$ cat src/rtl/ch8_pkg.sv
`timescale 1ns / 1ps

package ch8_pkg;

  localparam int MEM_BYTES = 4096;
  localparam int SCREEN_W = 64;
  localparam int SCREEN_H = 32;
  localparam int FONT_LEN = 80;

  localparam logic [1:0] CMD_LOAD = 2'd0;
  localparam logic [1:0] CMD_EXEC = 2'd1;
  localparam logic [1:0] CMD_TICK = 2'd2;
  localparam logic [1:0] CMD_PIX  = 2'd3;

  localparam logic [1:0] ST_OK    = 2'd0;
  localparam logic [1:0] ST_WAIT  = 2'd1;
  localparam logic [1:0] ST_BAD   = 2'd2;
  localparam logic [1:0] ST_FAULT = 2'd3;

  localparam logic [15:0] OP_CLS = 16'h00E0;
  localparam logic [15:0] OP_RET = 16'h00EE;
  localparam logic [7:0]  KEY_EQ = 8'h9E;
  localparam logic [7:0]  KEY_NE = 8'hA1;
  localparam logic [7:0]  F_GETDT = 8'h07;
  localparam logic [7:0]  F_WAITK = 8'h0A;
  localparam logic [7:0]  F_SETDT = 8'h15;
  localparam logic [7:0]  F_SETST = 8'h18;
  localparam logic [7:0]  F_ADDI  = 8'h1E;
  localparam logic [7:0]  F_FONT  = 8'h29;
  localparam logic [7:0]  F_BCD   = 8'h33;
  localparam logic [7:0]  F_STORE = 8'h55;
  localparam logic [7:0]  F_FETCH = 8'h65;

  localparam logic [7:0] FONT_ROM [FONT_LEN] = '{
    8'hF0, 8'h90, 8'h90, 8'h90, 8'hF0, 8'h20, 8'h60, 8'h20, 8'h20, 8'h70,
    8'hF0, 8'h10, 8'hF0, 8'h80, 8'hF0, 8'hF0, 8'h10, 8'hF0, 8'h10, 8'hF0,
    8'h90, 8'h90, 8'hF0, 8'h10, 8'h10, 8'hF0, 8'h80, 8'hF0, 8'h10, 8'hF0,
    8'hF0, 8'h80, 8'hF0, 8'h90, 8'hF0, 8'hF0, 8'h10, 8'h20, 8'h40, 8'h40,
    8'hF0, 8'h90, 8'hF0, 8'h90, 8'hF0, 8'hF0, 8'h90, 8'hF0, 8'h10, 8'hF0,
    8'hF0, 8'h90, 8'hF0, 8'h90, 8'h90, 8'hE0, 8'h90, 8'hE0, 8'h90, 8'hE0,
    8'hF0, 8'h80, 8'h80, 8'h80, 8'hF0, 8'hE0, 8'h90, 8'h90, 8'h90, 8'hE0,
    8'hF0, 8'h80, 8'hF0, 8'h80, 8'hF0, 8'hF0, 8'h80, 8'hF0, 8'h80, 8'h80
  };

  typedef struct packed {
    logic [7:0] val;
    logic [7:0] vf;
    logic       vf_we;
    logic       bad;
  } alu_res_t;

endpackage

$ cat src/rtl/ch8_alu.sv
`timescale 1ns / 1ps

module ch8_alu (
  input  logic [3:0]        n,
  input  logic [7:0]        vx,
  input  logic [7:0]        vy,
  output ch8_pkg::alu_res_t res
);

  logic [8:0] sum;

  always_comb begin
    sum = {1'b0, vx} + {1'b0, vy};
    res = '0;
    unique case (n)
      4'h0: res.val = vy;
      4'h1: res.val = vx | vy;
      4'h2: res.val = vx & vy;
      4'h3: res.val = vx ^ vy;
      4'h4: begin
        res.val = sum[7:0];
        res.vf = {7'd0, sum[8]};
        res.vf_we = 1'b1;
      end
      4'h5: begin
        res.val = vx - vy;
        res.vf = {7'd0, vx >= vy};
        res.vf_we = 1'b1;
      end
      4'h6: begin
        res.val = {1'b0, vx[7:1]};
        res.vf = {7'd0, vx[0]};
        res.vf_we = 1'b1;
      end
      4'h7: begin
        res.val = vy - vx;
        res.vf = {7'd0, vy >= vx};
        res.vf_we = 1'b1;
      end
      4'hE: begin
        res.val = {vx[6:0], 1'b0};
        res.vf = {7'd0, vx[7]};
        res.vf_we = 1'b1;
      end
      default: res.bad = 1'b1;
    endcase
  end

endmodule

$ cat config.mk
export PLATFORM = sky130hd
export DESIGN_NAME = ch8_alu
export DESIGN_NICKNAME = d
export VERILOG_FILES = /design/src/rtl/ch8_pkg.sv /design/src/rtl/ch8_alu.sv
export SDC_FILE = /design/constraint.sdc
export NUM_CORES = 1
export LEC_CHECK = 0
export ABC_CLOCK_PERIOD_IN_PS = 2500
export BUFFER_PORTS_ARGS = -buffer_cell sky130_fd_sc_hd__buf_2
export CORE_ASPECT_RATIO = 1.1
export CORE_MARGIN = 4
export CORE_UTILIZATION = 50
export DETAILED_ROUTE_END_ITERATION = 10
export PLACE_DENSITY = 0.73
export SLEW_MARGIN = 20
export SYNTH_ARGS = -nofsm -noshare
export SYNTH_HDL_FRONTEND = slang
export SYNTH_SLANG_ARGS = --single-unit
$ cat constraint.sdc
create_clock -name vclk -period 2.5
set_input_delay 0.125 -clock vclk [all_inputs]
set_output_delay 0.125 -clock vclk [all_outputs]
set_load 0.02 [all_outputs]
==> run metrics <==
register area share after synthesis=0; Finished Cell Area=1931 um^2; # diodes=0; Seq Cell Count=0; CP required=2.38 ns; Placer Congestion=0.9650; Syn Area/Cell=7.049 um^2; grt total ovfl=0; Seq pwr share=0; drt first pass iters=5; library cells used by synthesis=53; setup TNS=0 ns; RSZ-0062 raised after global routing=no; nature of the critical path endpoint=primary output; WS Path Type=in2out; max-cap check violation count=0; die width=64.15 um; drt via density=6.034; worst hold path type=in2out; initial antenna violation count=0; Post-route DRC=0; DR WL/cell=16.47 um; CP Max Fanout=5; Net Sw Power=0.0002516 W; Clock buffer cells=0; count of pins over their slew limit=0; Int Power=0.0001615 W; leakage power=0.9578 nW; post-synth top area share=0.2381; final setup violation count=0; Synth Warn #=0; antenna viol nets, final=0; Final min period=2.373 ns; Placed Area=1917 um^2; Clk pwr share=0; vias=1931; first-pass GRT wire length=8493 um; mapped cell area=1734 um^2; layout cells sized above 1=0.1765; GR Util All Layers=0.2284; final WL=5271 um; row cnt=22; cts hold-fix bufs=0; worst vdd ir=0.0001169 V; fin crit share=0.9490; power density cells=214.0 nW/um^2; nets@finish=330; Die Ht=69.77 um; status=finished clean; Worst EP arrival=2.25 ns; switching share of power=0.6090; Mapped Cells=246; vias in the first global route=1840; die area=4475 um^2; Synth area leader=ha_1; Hold Violations, Final=0; final core area utilization=0.5796; post-DP HPWL=4287 um; Area growth syn-to-layout=11.33%; Initial Utilization=0.5207; fmax=421.5 MHz; CORE AREA=3331 um^2; Comb power frac=1.000; number of DRC markers in iteration 0=181; I/O Pins=38; I/O Buffers=31; FILL cells=355; CP startpoint kind=input pin; Reg area=0 um^2; top cells by area, synth=ha_1 (24%), inv_1 (6.7%), mux2i_1 (5.2%); largest net degree at the start of global routing=20
-- layout make-up --
type,count,area (um^2),share of cell area
inverters,33,123.9,0.06416
multi-input cells,201,1539,0.7972
repair buffers,38,207.7,0.1076
well taps,48,60.06,0.03111
-- per-stage QoR --
stage	cells	worst slack, ns	hold WS, ns	power, W
final	320	0.1274	0.7533	0.0004131
after global routing	320	0.01989	0.8057	0.0004500
after CTS	320	0.1379	0.7464	0.0004014
after detailed placement	320	0.1567	0.7434	0.0003991
after global placement	320	0.1489	0.7392	0.0003971
after floorplan	252	0.4809	0.4456	0.0002931
-- cell usage after synthesis (2+ instances only) --
cell and instances:
ha_1 33, inv_1 31, nor2_1 23, a21oi_1 16, o21ai_0 16, nand2_1 12, mux2i_1 9, buf_4 7
nor3_1 7, xnor2_1 6, nand2b_1 5, o221ai_1 5, or3_1 5, a221o_1 4, buf_2 4, a2111oi_0 3
a221oi_1 3, a22oi_1 3, a31oi_1 3, and3_1 3, buf_1 3, fa_1 3, nand3_1 3, clkbuf_1 2
mux2_2 2, nor2b_1 2, o2111ai_1 2, o211ai_1 2, o21bai_1 2, o22a_1 2, o22ai_1 2, o41ai_1 2
-- worst max-delay path, cell delays in order --
cell,delay (ns)
buf_2,0.13
inv_1,0.09
ha_1,0.22
inv_1,0.07
fa_1,0.24
nand2b_4,0.06
a21oi_2,0.16
nor2_1,0.07
mux2_2,0.27
a221o_1,0.33
a221o_1,0.33
buf_2,0.16
-- power by group through the flow --
stage / Sequential [W] / Combinational [W] / Clock (W)
2_1_floorplan: 0 / 0.000293 / 0
3_3_place_gp: 0 / 0.000397 / 0
3_5_place_dp: 0 / 0.000399 / 0
4_1_cts: 0 / 0.000401 / 0
5_1_grt: 0 / 0.000450 / 0
6_report: 0 / 0.000413 / 0
-- what timing repair did --
item / CTS / global route
setup buffers: 0 / 0
endpoints found under the setup margin: 0 / 3
gates resized for setup: 0 / 4
-- logic make-up (layout without fill, tap and decap cells) --
logic type | count (synthesis) | after routing | synth area share
buf+inv | 51 | 71 | 0.1335
compound gates | 76 | 76 | 0.3045
other cells | 1 | 7 | 0.002162
xor+xnor | 6 | 6 | 0.03030
mux | 12 | 12 | 0.07792
fa+ha+maj | 36 | 36 | 0.2727
simple gates | 64 | 64 | 0.1789
-- routing by layer --
metal	wire, um	track usage
met5	0	0
met4	87	0.06338
met3	543	0.02593
met2	2473	0.3915
met1	2167	0.2978
-- cell usage in the layout (no fill, tap or decap), drive strengths merged, types with 4 or more instances in the layout --
cell	Yosys	layout
a221o	4	4
or3	5	5
nor2	23	23
a21oi	17	17
o221ai	5	5
buf	15	38
nand2b	6	6
conb	1	7
nor3	7	7
ha	33	33
nand2	12	12
o21ai	16	16
xnor2	6	6
inv	32	32
mux2i	9	9
-- final timing paths --
path / slack [ns] / depth (start not counted) / to / startpoint
setup / recovery: 0.13 / 12 / res[14] / vx[0]
hold / removal: 0.75 / 3 / res[10] / n[3]
Power figures use the tool's default switching activity.
